[config.mk]
export PLATFORM = sky130hd
export DESIGN_NAME = magnetometer_average_heading_top
export DESIGN_NICKNAME = d
export VERILOG_FILES = /design/src/rtl/core/mah_pkg.sv /design/src/rtl/core/mah_ctrl.sv /design/src/rtl/core/mah_dp.sv /design/src/rtl/core/magnetometer_average_heading_top.sv
export SDC_FILE = /design/constraint.sdc
export NUM_CORES = 2
export LEC_CHECK = 0
export ABC_AREA = 1
export ABC_CLOCK_PERIOD_IN_PS = 7800
export CORE_MARGIN = 1.5
export CORE_UTILIZATION = 60
export CTS_CLUSTER_DIAMETER = 30
export DETAILED_ROUTE_END_ITERATION = 10
export DONT_BUFFER_PORTS = 1
export GPL_TIMING_DRIVEN = 0
export HOLD_SLACK_MARGIN = 0.05
export PLACE_DENSITY = 0.78
export SKIP_CTS_REPAIR_TIMING = 1
export SYNTH_ARGS = -nofsm -noshare
export SYNTH_HDL_FRONTEND = slang
export SYNTH_SLANG_ARGS = --single-unit
[constraint.sdc]
create_clock -name clk -period 7.8 [get_ports clk]
set_input_delay 1.56 -clock clk [delete_from_list [all_inputs] [get_ports clk]]
set_output_delay 1.56 -clock clk [all_outputs]
set_load 0.02 [all_outputs]
[src/rtl/core/mah_pkg.sv]
// ----------------------------------------------------------------------------
// Magnetometer average and heading package
// Shared constants, lookup table, state type and controller command bundle.
// ----------------------------------------------------------------------------
package mah_pkg;

	// Number of CORDIC vectoring steps. Anything above the table length runs as
	// the full table.
	localparam int CordicSteps = 16;
	localparam int MaxSteps    = 24;
	localparam int NumSteps    = (CordicSteps > MaxSteps) ? MaxSteps : CordicSteps;
	localparam int StepW       = (NumSteps > 1) ? $clog2(NumSteps) : 1;

	localparam int BlockLen = 5;
	localparam int CountW   = 3;

	// Field widths.
	localparam int AxisW   = 13;
	localparam int ZW      = 15;
	localparam int SumXyW  = 16;
	localparam int SumZW   = 18;
	localparam int YawW    = 19;

	// CORDIC datapath: operands are scaled by 2^20, angles are Q24 radians.
	localparam int Prescale = 20;
	localparam int CordicW  = 36;
	localparam int AngW     = 28;
	localparam logic signed [AngW-1:0] PiQ24 = AngW'(52707179);

	// Shared multiplier.
	localparam int MulAW = 27;
	localparam int MulBW = 28;
	localparam int ProdW = MulAW + MulBW;

	// Division by five: ceil(2^20 / 5), exact for magnitudes below 2^18.
	localparam int RecipFiveShift = 20;
	localparam logic [MulBW-1:0] RecipFive = MulBW'(209716);

	// Angle to millidegrees: round(A * 9000000 / (157 * 2^24)).
	localparam logic [MulBW-1:0] ConvNum   = MulBW'(9000000);
	localparam logic [ProdW-1:0] ConvBias  = ProdW'(157) << 23;
	localparam int ConvShift               = 24;
	// ceil(2^35 / 157), exact for quotients of magnitudes below 2^27.
	localparam logic [MulBW-1:0] RecipConv = MulBW'(218851837);
	localparam int RecipConvShift          = 35;
	localparam int YawMagW                 = 18;

	function automatic logic [23:0] atan_q24(input logic [4:0] idx);
		logic [23:0] r;
		unique case (idx)
			5'd0:  r = 24'd13176795;
			5'd1:  r = 24'd7778716;
			5'd2:  r = 24'd4110060;
			5'd3:  r = 24'd2086331;
			5'd4:  r = 24'd1047214;
			5'd5:  r = 24'd524117;
			5'd6:  r = 24'd262123;
			5'd7:  r = 24'd131069;
			5'd8:  r = 24'd65536;
			5'd9:  r = 24'd32768;
			5'd10: r = 24'd16384;
			5'd11: r = 24'd8192;
			5'd12: r = 24'd4096;
			5'd13: r = 24'd2048;
			5'd14: r = 24'd1024;
			5'd15: r = 24'd512;
			5'd16: r = 24'd256;
			5'd17: r = 24'd128;
			5'd18: r = 24'd64;
			5'd19: r = 24'd32;
			5'd20: r = 24'd16;
			5'd21: r = 24'd8;
			5'd22: r = 24'd4;
			5'd23: r = 24'd2;
			default: r = 24'd0;
		endcase
		return r;
	endfunction

	typedef enum logic [3:0] {
		S_IDLE,
		S_AVG_X,
		S_AVG_Y,
		S_AVG_Z,
		S_CAP_Z,
		S_ITER,
		S_CONV_A,
		S_CONV_U,
		S_CONV_B,
		S_FINISH
	} mah_state_t;

	typedef enum logic [2:0] {
		MUL_SUM_X,
		MUL_SUM_Y,
		MUL_SUM_Z,
		MUL_ANG,
		MUL_U
	} mah_mul_sel_t;

	typedef struct packed {
		logic             acc;
		logic             clear;
		mah_mul_sel_t     mul_sel;
		logic             cap_x;
		logic             cap_y;
		logic             cap_z;
		logic             cordic_init;
		logic             cordic_step;
		logic [StepW-1:0] step_idx;
		logic             cap_u;
		logic             load_out;
	} mah_cmd_t;

endpackage

[src/rtl/core/mah_ctrl.sv]
// ----------------------------------------------------------------------------
// Magnetometer average and heading controller
// Counts readings per block and sequences the averaging, CORDIC and scaling.
// ----------------------------------------------------------------------------
module mah_ctrl
	import mah_pkg::*;
(
	input  logic     clk,
	input  logic     arst_n,
	input  logic     in_valid,
	output logic     in_stall,
	output logic     out_valid,
	input  logic     out_stall,
	output mah_cmd_t cmd
);

	mah_state_t       state_q, state_d;
	logic [CountW-1:0] count_q;
	logic [StepW-1:0]  step_q;
	logic              out_valid_q;
	logic              out_free;
	logic              accept;
	logic              last_step;

	assign out_valid = out_valid_q;
	assign out_free  = !out_valid_q || !out_stall;
	assign in_stall  = (state_q != S_IDLE);
	assign accept    = in_valid && (state_q == S_IDLE);
	assign last_step = (step_q == StepW'(NumSteps - 1));

	always_ff @(posedge clk or negedge arst_n) begin
		if (!arst_n) begin
			state_q     <= S_IDLE;
			count_q     <= '0;
			step_q      <= '0;
			out_valid_q <= 1'b0;
		end else begin
			state_q <= state_d;
			if (accept) begin
				if (count_q == CountW'(BlockLen - 1)) begin
					count_q <= '0;
				end else begin
					count_q <= count_q + CountW'(1);
				end
			end
			if (state_q == S_CAP_Z) begin
				step_q <= '0;
			end else if (state_q == S_ITER) begin
				step_q <= step_q + StepW'(1);
			end
			if (cmd.load_out) begin
				out_valid_q <= 1'b1;
			end else if (!out_stall) begin
				out_valid_q <= 1'b0;
			end
		end
	end

	always_comb begin
		state_d      = state_q;
		cmd          = '0;
		cmd.mul_sel  = MUL_SUM_X;
		cmd.step_idx = step_q;
		unique case (state_q)
			S_IDLE: begin
				cmd.acc = accept;
				if (accept && count_q == CountW'(BlockLen - 1)) begin
					state_d = S_AVG_X;
				end
			end
			S_AVG_X: begin
				cmd.mul_sel = MUL_SUM_X;
				state_d     = S_AVG_Y;
			end
			S_AVG_Y: begin
				cmd.mul_sel = MUL_SUM_Y;
				cmd.cap_x   = 1'b1;
				state_d     = S_AVG_Z;
			end
			S_AVG_Z: begin
				cmd.mul_sel = MUL_SUM_Z;
				cmd.cap_y   = 1'b1;
				state_d     = S_CAP_Z;
			end
			S_CAP_Z: begin
				cmd.cap_z       = 1'b1;
				cmd.cordic_init = 1'b1;
				state_d         = S_ITER;
			end
			S_ITER: begin
				cmd.cordic_step = 1'b1;
				if (last_step) begin
					state_d = S_CONV_A;
				end
			end
			S_CONV_A: begin
				cmd.mul_sel = MUL_ANG;
				state_d     = S_CONV_U;
			end
			S_CONV_U: begin
				cmd.cap_u = 1'b1;
				state_d   = S_CONV_B;
			end
			S_CONV_B: begin
				cmd.mul_sel = MUL_U;
				state_d     = S_FINISH;
			end
			S_FINISH: begin
				// Keep the final product steady while the output register is busy.
				cmd.mul_sel = MUL_U;
				if (out_free) begin
					cmd.load_out = 1'b1;
					cmd.clear    = 1'b1;
					state_d      = S_IDLE;
				end
			end
			default: begin
				state_d = S_IDLE;
			end
		endcase
	end

endmodule

[src/rtl/core/mah_dp.sv]
// ----------------------------------------------------------------------------
// Magnetometer average and heading datapath
// Accumulators, shared multiplier, CORDIC vectoring unit and output register.
// ----------------------------------------------------------------------------
module mah_dp
	import mah_pkg::*;
(
	input  logic                   clk,
	input  logic                   arst_n,
	input  mah_cmd_t               cmd,
	input  logic [7:0]             x_low_byte,
	input  logic [7:0]             x_high_byte,
	input  logic [7:0]             y_low_byte,
	input  logic [7:0]             y_high_byte,
	input  logic [7:0]             z_low_byte,
	input  logic [7:0]             z_high_byte,
	output logic signed [AxisW-1:0] avg_x,
	output logic signed [AxisW-1:0] avg_y,
	output logic signed [ZW-1:0]    avg_z,
	output logic signed [YawW-1:0]  yaw_millideg
);

	logic signed [SumXyW-1:0] sum_x_q, sum_y_q;
	logic signed [SumZW-1:0]  sum_z_q;
	logic signed [AxisW-1:0]  vx, vy;
	logic signed [ZW-1:0]     vz;

	logic [SumXyW-1:0] abs_x, abs_y;
	logic [SumZW-1:0]  abs_z;
	logic [AngW-1:0]   abs_ang;
	logic [MulAW-1:0]  mul_a;
	logic [MulBW-1:0]  mul_b;
	logic [ProdW-1:0]  prod_q;
	logic [ProdW-1:0]  conv_t;
	logic [MulAW-1:0]  u_q;

	logic [ZW-1:0]            quot;
	logic signed [ZW:0]       quot_s;
	logic signed [AxisW-1:0]  avg_x_q, avg_y_q;
	logic signed [ZW-1:0]     avg_z_q;

	logic signed [CordicW-1:0] ax_w, ay_w;
	logic signed [CordicW-1:0] xx_q, yy_q, dx, dy;
	logic signed [AngW-1:0]    ang_q, atan_step;

	logic [YawMagW-1:0]       yaw_mag;
	logic signed [YawW-1:0]   yaw_pos;
	logic signed [YawW-1:0]   yaw_val;
	logic                     zero_vec;

	logic signed [AxisW-1:0]  out_x_q, out_y_q;
	logic signed [ZW-1:0]     out_z_q;
	logic signed [YawW-1:0]   out_yaw_q;

	// Masked register pairs, already divided exactly by eight or two.
	assign vx = {x_high_byte, x_low_byte[7:3]};
	assign vy = {y_high_byte, y_low_byte[7:3]};
	assign vz = {z_high_byte, z_low_byte[7:1]};

	always_ff @(posedge clk or negedge arst_n) begin
		if (!arst_n) begin
			sum_x_q <= '0;
			sum_y_q <= '0;
			sum_z_q <= '0;
		end else if (cmd.clear) begin
			sum_x_q <= '0;
			sum_y_q <= '0;
			sum_z_q <= '0;
		end else if (cmd.acc) begin
			sum_x_q <= sum_x_q + SumXyW'(vx);
			sum_y_q <= sum_y_q + SumXyW'(vy);
			sum_z_q <= sum_z_q + SumZW'(vz);
		end
	end

	assign abs_x   = sum_x_q[SumXyW-1] ? SumXyW'(-sum_x_q) : SumXyW'(sum_x_q);
	assign abs_y   = sum_y_q[SumXyW-1] ? SumXyW'(-sum_y_q) : SumXyW'(sum_y_q);
	assign abs_z   = sum_z_q[SumZW-1] ? SumZW'(-sum_z_q) : SumZW'(sum_z_q);
	assign abs_ang = ang_q[AngW-1] ? AngW'(-ang_q) : AngW'(ang_q);

	always_comb begin
		case (cmd.mul_sel)
			MUL_SUM_X: begin
				mul_a = MulAW'(abs_x);
				mul_b = RecipFive;
			end
			MUL_SUM_Y: begin
				mul_a = MulAW'(abs_y);
				mul_b = RecipFive;
			end
			MUL_SUM_Z: begin
				mul_a = MulAW'(abs_z);
				mul_b = RecipFive;
			end
			MUL_ANG: begin
				mul_a = abs_ang[MulAW-1:0];
				mul_b = ConvNum;
			end
			MUL_U: begin
				mul_a = u_q;
				mul_b = RecipConv;
			end
			default: begin
				mul_a = '0;
				mul_b = '0;
			end
		endcase
	end

	always_ff @(posedge clk) begin
		prod_q <= ProdW'(mul_a) * ProdW'(mul_b);
	end

	// Quotient by five of the magnitude, sign restored from the sum.
	assign quot   = prod_q[RecipFiveShift +: ZW];
	assign quot_s = {1'b0, quot};

	always_ff @(posedge clk) begin
		if (cmd.cap_x) begin
			avg_x_q <= AxisW'(sum_x_q[SumXyW-1] ? -quot_s : quot_s);
		end
		if (cmd.cap_y) begin
			avg_y_q <= AxisW'(sum_y_q[SumXyW-1] ? -quot_s : quot_s);
		end
		if (cmd.cap_z) begin
			avg_z_q <= ZW'(sum_z_q[SumZW-1] ? -quot_s : quot_s);
		end
	end

	// CORDIC vectoring of (avg_y, -avg_x).
	assign ax_w = {{(CordicW-AxisW-Prescale){avg_x_q[AxisW-1]}}, avg_x_q,
		{Prescale{1'b0}}};
	assign ay_w = {{(CordicW-AxisW-Prescale){avg_y_q[AxisW-1]}}, avg_y_q,
		{Prescale{1'b0}}};
	assign dx        = yy_q >>> cmd.step_idx;
	assign dy        = xx_q >>> cmd.step_idx;
	assign atan_step = AngW'(atan_q24(5'(cmd.step_idx)));

	always_ff @(posedge clk) begin
		if (cmd.cordic_init) begin
			if (avg_y_q[AxisW-1]) begin
				// Left half plane: turn by a half circle first.
				xx_q  <= -ay_w;
				yy_q  <= ax_w;
				ang_q <= (avg_x_q <= 0) ? PiQ24 : -PiQ24;
			end else begin
				xx_q  <= ay_w;
				yy_q  <= -ax_w;
				ang_q <= '0;
			end
		end else if (cmd.cordic_step) begin
			if (yy_q > 0) begin
				xx_q  <= xx_q + dx;
				yy_q  <= yy_q - dy;
				ang_q <= ang_q + atan_step;
			end else begin
				xx_q  <= xx_q - dx;
				yy_q  <= yy_q + dy;
				ang_q <= ang_q - atan_step;
			end
		end
	end

	// Rounded scaling: first the shift by 2^24, then the division by 157.
	assign conv_t = prod_q + ConvBias;

	always_ff @(posedge clk) begin
		if (cmd.cap_u) begin
			u_q <= conv_t[ConvShift +: MulAW];
		end
	end

	assign yaw_mag  = prod_q[RecipConvShift +: YawMagW];
	assign yaw_pos  = {1'b0, yaw_mag};
	assign zero_vec = (avg_x_q == '0) && (avg_y_q == '0);

	always_comb begin
		if (zero_vec) begin
			yaw_val = '0;
		end else if (ang_q[AngW-1]) begin
			yaw_val = -yaw_pos;
		end else begin
			yaw_val = yaw_pos;
		end
	end

	always_ff @(posedge clk) begin
		if (cmd.load_out) begin
			out_x_q   <= avg_x_q;
			out_y_q   <= avg_y_q;
			out_z_q   <= avg_z_q;
			out_yaw_q <= yaw_val;
		end
	end

	assign avg_x        = out_x_q;
	assign avg_y        = out_y_q;
	assign avg_z        = out_z_q;
	assign yaw_millideg = out_yaw_q;

endmodule

[src/rtl/core/magnetometer_average_heading_top.sv]
// ----------------------------------------------------------------------------
// Magnetometer average and heading, top level
// Averages blocks of five magnetometer readings and reports the heading.
// ----------------------------------------------------------------------------
// Each input word carries one reading as six raw register bytes. The unused
// low bits are dropped, each pair becomes a signed word, and the values are
// summed. Every fifth word yields one output word: the three block means,
// truncated toward zero, and the heading atan2(-x, y) in millidegrees.
// A word is taken on a rising edge with in_valid high and in_stall low; the
// output word is taken with out_valid high and out_stall low.
// The first four words of a block are taken one per cycle. The fifth word
// starts the block computation, which is paced by the iterative CORDIC
// loop and the single shared multiplier used in turn for the means and the
// angle scaling; the input is stalled during that time. The output word is
// valid from the edge that ends the computation.
// A finished word sits in the output register while
// the next block is gathered; if it is still stalled when the next block
// ends, the block waits in its final state until the register frees up.
// Reset clears the sums, the reading count and the output valid flag.
// ----------------------------------------------------------------------------
module magnetometer_average_heading_top
	import mah_pkg::*;
(
	input  logic                    clk,
	input  logic                    arst_n,
	input  logic                    in_valid,
	output logic                    in_stall,
	input  logic [7:0]              x_low_byte,
	input  logic [7:0]              x_high_byte,
	input  logic [7:0]              y_low_byte,
	input  logic [7:0]              y_high_byte,
	input  logic [7:0]              z_low_byte,
	input  logic [7:0]              z_high_byte,
	output logic                    out_valid,
	input  logic                    out_stall,
	output logic signed [AxisW-1:0] avg_x,
	output logic signed [AxisW-1:0] avg_y,
	output logic signed [ZW-1:0]    avg_z,
	output logic signed [YawW-1:0]  yaw_millideg
);

	// Command bundle from the sequencer to the datapath.
	mah_cmd_t cmd;

	mah_ctrl u_ctrl (
		.clk       (clk),
		.arst_n    (arst_n),
		.in_valid  (in_valid),
		.in_stall  (in_stall),
		.out_valid (out_valid),
		.out_stall (out_stall),
		.cmd       (cmd)
	);

	// The datapath holds the sums, the multiplier, the CORDIC registers and
	// the output register.
	mah_dp u_dp (
		.clk          (clk),
		.arst_n       (arst_n),
		.cmd          (cmd),
		.x_low_byte   (x_low_byte),
		.x_high_byte  (x_high_byte),
		.y_low_byte   (y_low_byte),
		.y_high_byte  (y_high_byte),
		.z_low_byte   (z_low_byte),
		.z_high_byte  (z_high_byte),
		.avg_x        (avg_x),
		.avg_y        (avg_y),
		.avg_z        (avg_z),
		.yaw_millideg (yaw_millideg)
	);

endmodule
==> impl_metrics.yaml <==
logic_synthesis:
  netlist_top_cells_area: "sky130_fd_sc_hd__fa_1, sky130_fd_sc_hd__edfxtp_1, sky130_fd_sc_hd__ha_1"
  async_reset_ff_share_pct: 19.2
  postSynthAreaPerCell_um2: 7.44
  synth_flop_type: "sky130_fd_sc_hd__edfxtp_1"
  synth_edf_count: 228
  ys_ff_latch: 323
  number_of_distinct_library_cells_after_synthesis: 63
  yosysSeqAreaShare_pct: 18.9
  post-synth-top-area-fraction_pct: 19.5
  synthesis.area_mm2: 0.0478
  yosys_warnings: 0
  post_synth_inst_count: 6424
  synth.largest_area_cell: "sky130_fd_sc_hd__fa_1"
  synth_most_common_cell: "sky130_fd_sc_hd__inv_1"
  netlist_top_cells_count: "sky130_fd_sc_hd__inv_1, sky130_fd_sc_hd__nand2_1, sky130_fd_sc_hd__nor2_1"
clock_tree:
  cts_tree: "done"
  clk_pin_slew_worst_paths_ns: 0.05
  clock_path_buffers: 3
  numCtsBuffers: 87
  clock_sink_count: 323
  worst_skew_pair.late_latency_ns: 0.68
  root_buffer: "sky130_fd_sc_hd__clkbuf_16"
  cts_max_level: 3
placed_design:
  port-buffer-count: 0
  dp_hpwl_um: 142000
  finalWeightedCongestion: 1.08
  postPlaceCellArea_mm2: 0.0493
critical_path:
  worst_path_max_delay_cell: "sky130_fd_sc_hd__fa_2"
  worst_r2r_path_cells: 41
  setup.worst_path.end_class: "register"
  timing.rr.end: "u_dp.prod_q[46]$_DFF_P_"
  slowest_delay_ns: 0.54
  crit-reg2reg-launch: "u_dp.ang_q[1]$_DFFE_PP_"
  cp_data_arrival_time_ns: 8.81
  r2r_slack_ns: -0.44
  worstSetupStartpointType: "register"
  worst_ep_required_time_ns: 8.37
  critPathMaxFanout: 4
  setup.worst_path.class: "reg2reg"
  critical-path-top-cell-by-count: "sky130_fd_sc_hd__inv_2"
timing:
  final.period_utilization_pct: 106
  timing.clock.skew_ns: 0.0877
  worst-slew-pin-transition_ns: 1.44
  grt_setup_unrepaired: "yes"
  hold_ws_ns: 0.422
  slew_viol_final: 0
  final_critical_path_setup_slack_ns: -0.443
  max_freq_mhz: 121
  report.final.setup_viol: 30
  finalHoldViolCount: 0
  slew_headroom_pct: 3.61
  final_period_minus_worst_setup_slack_ns: 8.24
min_path:
  worst_hold_path_type: "reg2reg"
  hp-start: "u_dp.avg_z_q[12]$_DFFE_PP_"
  worst_hold_stages: 0
  worst_hold_path.endpoint: "u_dp.avg_z[12]$_DFFE_PP_"
outcome:
  violations: "negative setup slack"
  outcome: "complete, but fails checks"
route:
  route.final.wire_length_um: 184000
  drt_first_iter_violations: 5038
  mean_number_of_vias_per_cell: 6.03
  drt-pass1-iter-count: 7
  routed-via-count: 47000
  ant_nets: 0
  drt_drc_violations_left: 0
  wl_per_cell_um: 23.6
grt:
  grt_start_max_net_pins: 63
  grt_util_all_layers_pct: 42.7
  grt_first_pass_wirelength_um: 262000
  grt_antenna_before_repair: 0
  grt_remaining_overflow: 0
  vias_in_the_first_global_route: 45000
final_layout:
  antenna_cells: 0
  drive_above_1_share_pct: 13.8
  postLayoutCellArea_mm2: 0.0562
  area_delta_synth_final_pct: 17.4
  layout.nets: 7673
floorplanning:
  dieArea_mm2: 0.0814
  die_height_um: 285
  pin_count: 114
  fp.coreArea_mm2: 0.0789
  start_util_pct: 60.6
  die_w_um: 285
  rows: 103
run:
  maxCapViolCount: 0
placed cells by master (no fill, tap or decap), types with 59 or more instances in the layout:
cell                        instances
sky130_fd_sc_hd__inv_2             90
sky130_fd_sc_hd__nor3_1            81
sky130_fd_sc_hd__clkbuf_1          66
sky130_fd_sc_hd__o21ai_0          346
sky130_fd_sc_hd__clkbuf_16         87
sky130_fd_sc_hd__dfrtp_1           59
sky130_fd_sc_hd__inv_1           1200
sky130_fd_sc_hd__fa_1             425
sky130_fd_sc_hd__a21oi_1          351
sky130_fd_sc_hd__nand3_1          455
sky130_fd_sc_hd__nand2_1         1147
sky130_fd_sc_hd__nor2_1           477
sky130_fd_sc_hd__nor2_2            60
sky130_fd_sc_hd__ha_1             447
sky130_fd_sc_hd__xor2_1           134
sky130_fd_sc_hd__buf_4            146
sky130_fd_sc_hd__edfxtp_1         228
registers in the layout, summed over array words and instances (netlist names):
| register | flops |
|---|---|
| u_dp.prod_q | 33 |
| u_dp.yaw_millideg | 19 |
| u_dp.avg_z_q | 15 |
| u_dp.avg_y | 13 |
| u_ctrl.step_q | 4 |
| u_ctrl.count_q | 3 |
| u_dp.ang_q | 28 |
| u_dp.sum_y_q | 16 |
| u_dp.avg_y_q | 13 |
| u_dp.avg_x | 13 |
| u_dp.sum_z_q | 18 |
| u_ctrl.state_q | 4 |
| u_dp.avg_x_q | 13 |
| u_dp.u_q | 27 |
| u_dp.avg_z | 15 |
| u_dp.yy_q | 36 |
| u_dp.xx_q | 36 |
| u_ctrl.out_valid | 1 |
| u_dp.sum_x_q | 16 |
routing by layer:
metal	vias to the layer above	share of wire (%)	track usage, %
met5	-	0	0
met4	0	11	33.1
met3	923	9.3	7.70
met2	2837	46	70.4
met1	22100	34	49.3
li1	21200	-	-
cells by family (layout without fill, tap and decap cells):
kind of cell	after synthesis	after routing	share of synthesized area [%]
AO/OA/AOI/OAI	1021	1021	11.8
XOR/XNOR	185	185	3.39
adder cells (fa/ha/maj)	942	942	32.0
buffers and inverters	1446	1765	11.6
flip-flops	323	323	18.9
multiplexers	3	3	0.0628
other	2	9	0.0157
AND/OR/NAND/NOR	2502	2503	22.2
layout make-up:
| cell class | instances | area [µm²] |
|---|---|---|
| plain buffers | 138 | 689 |
| clock buffers | 101 | 2290 |
| clock inverters | 60 | 738 |
| fillers | 6197 | 22700 |
| inverters | 1306 | 4950 |
| multi-input cells | 4663 | 35700 |
| flip-flops and latches | 323 | 9060 |
| well taps | 1050 | 1310 |
| repair buffers | 160 | 1440 |
worst max-delay path: cells and delay by family (launching register included):
| family | cells | cell delay, ns |
|---|---|---|
| flip-flops | 1 | 0.49 |
| XOR/XNOR | 1 | 0.23 |
| AND/OR/NAND/NOR | 14 | 1.74 |
| adder cells (fa/ha/maj) | 9 | 3.94 |
| buffers and inverters | 13 | 0.99 |
| AO/OA/AOI/OAI | 4 | 0.77 |
how the worst max path moves through the flow:
stage	start	to	slack [ns]
floorplan	u_dp.ang_q[1]$_DFFE_PP_	u_dp.prod_q[46]$_DFF_P_	0.03
global placement	u_ctrl.state_q[1]$_DFFE_PN0P_	u_dp.prod_q[46]$_DFF_P_	-2.33
detailed placement	u_ctrl.state_q[3]$_DFFE_PN0P_	u_dp.prod_q[46]$_DFF_P_	-2.41
CTS	u_ctrl.state_q[3]$_DFFE_PN0P_	u_dp.prod_q[46]$_DFF_P_	-2.41
global route	u_dp.ang_q[1]$_DFFE_PP_	u_dp.prod_q[42]$_DFF_P_	-0.49
finish	u_dp.ang_q[1]$_DFFE_PP_	u_dp.prod_q[46]$_DFF_P_	-0.44
per-stage QoR:
step / setup WS (ns) / util [%] / TNS [ns] / cells
floorplan: 0.0341 / - / 0 / 6431
global placement: -2.33 / 62.3 / -75.68 / 7481
detailed placement: -2.41 / 62.5 / -57.71 / 7487
CTS: -2.41 / 66.4 / -57.70 / 7648
global route: -0.493 / 71.2 / -10.47 / 7801
finish: -0.443 / 71.2 / -5.65 / 7801
Power is left out: the tool's default activity adds up to more than one toggle a clock period on the data nets, which glitch-free logic cannot reach.
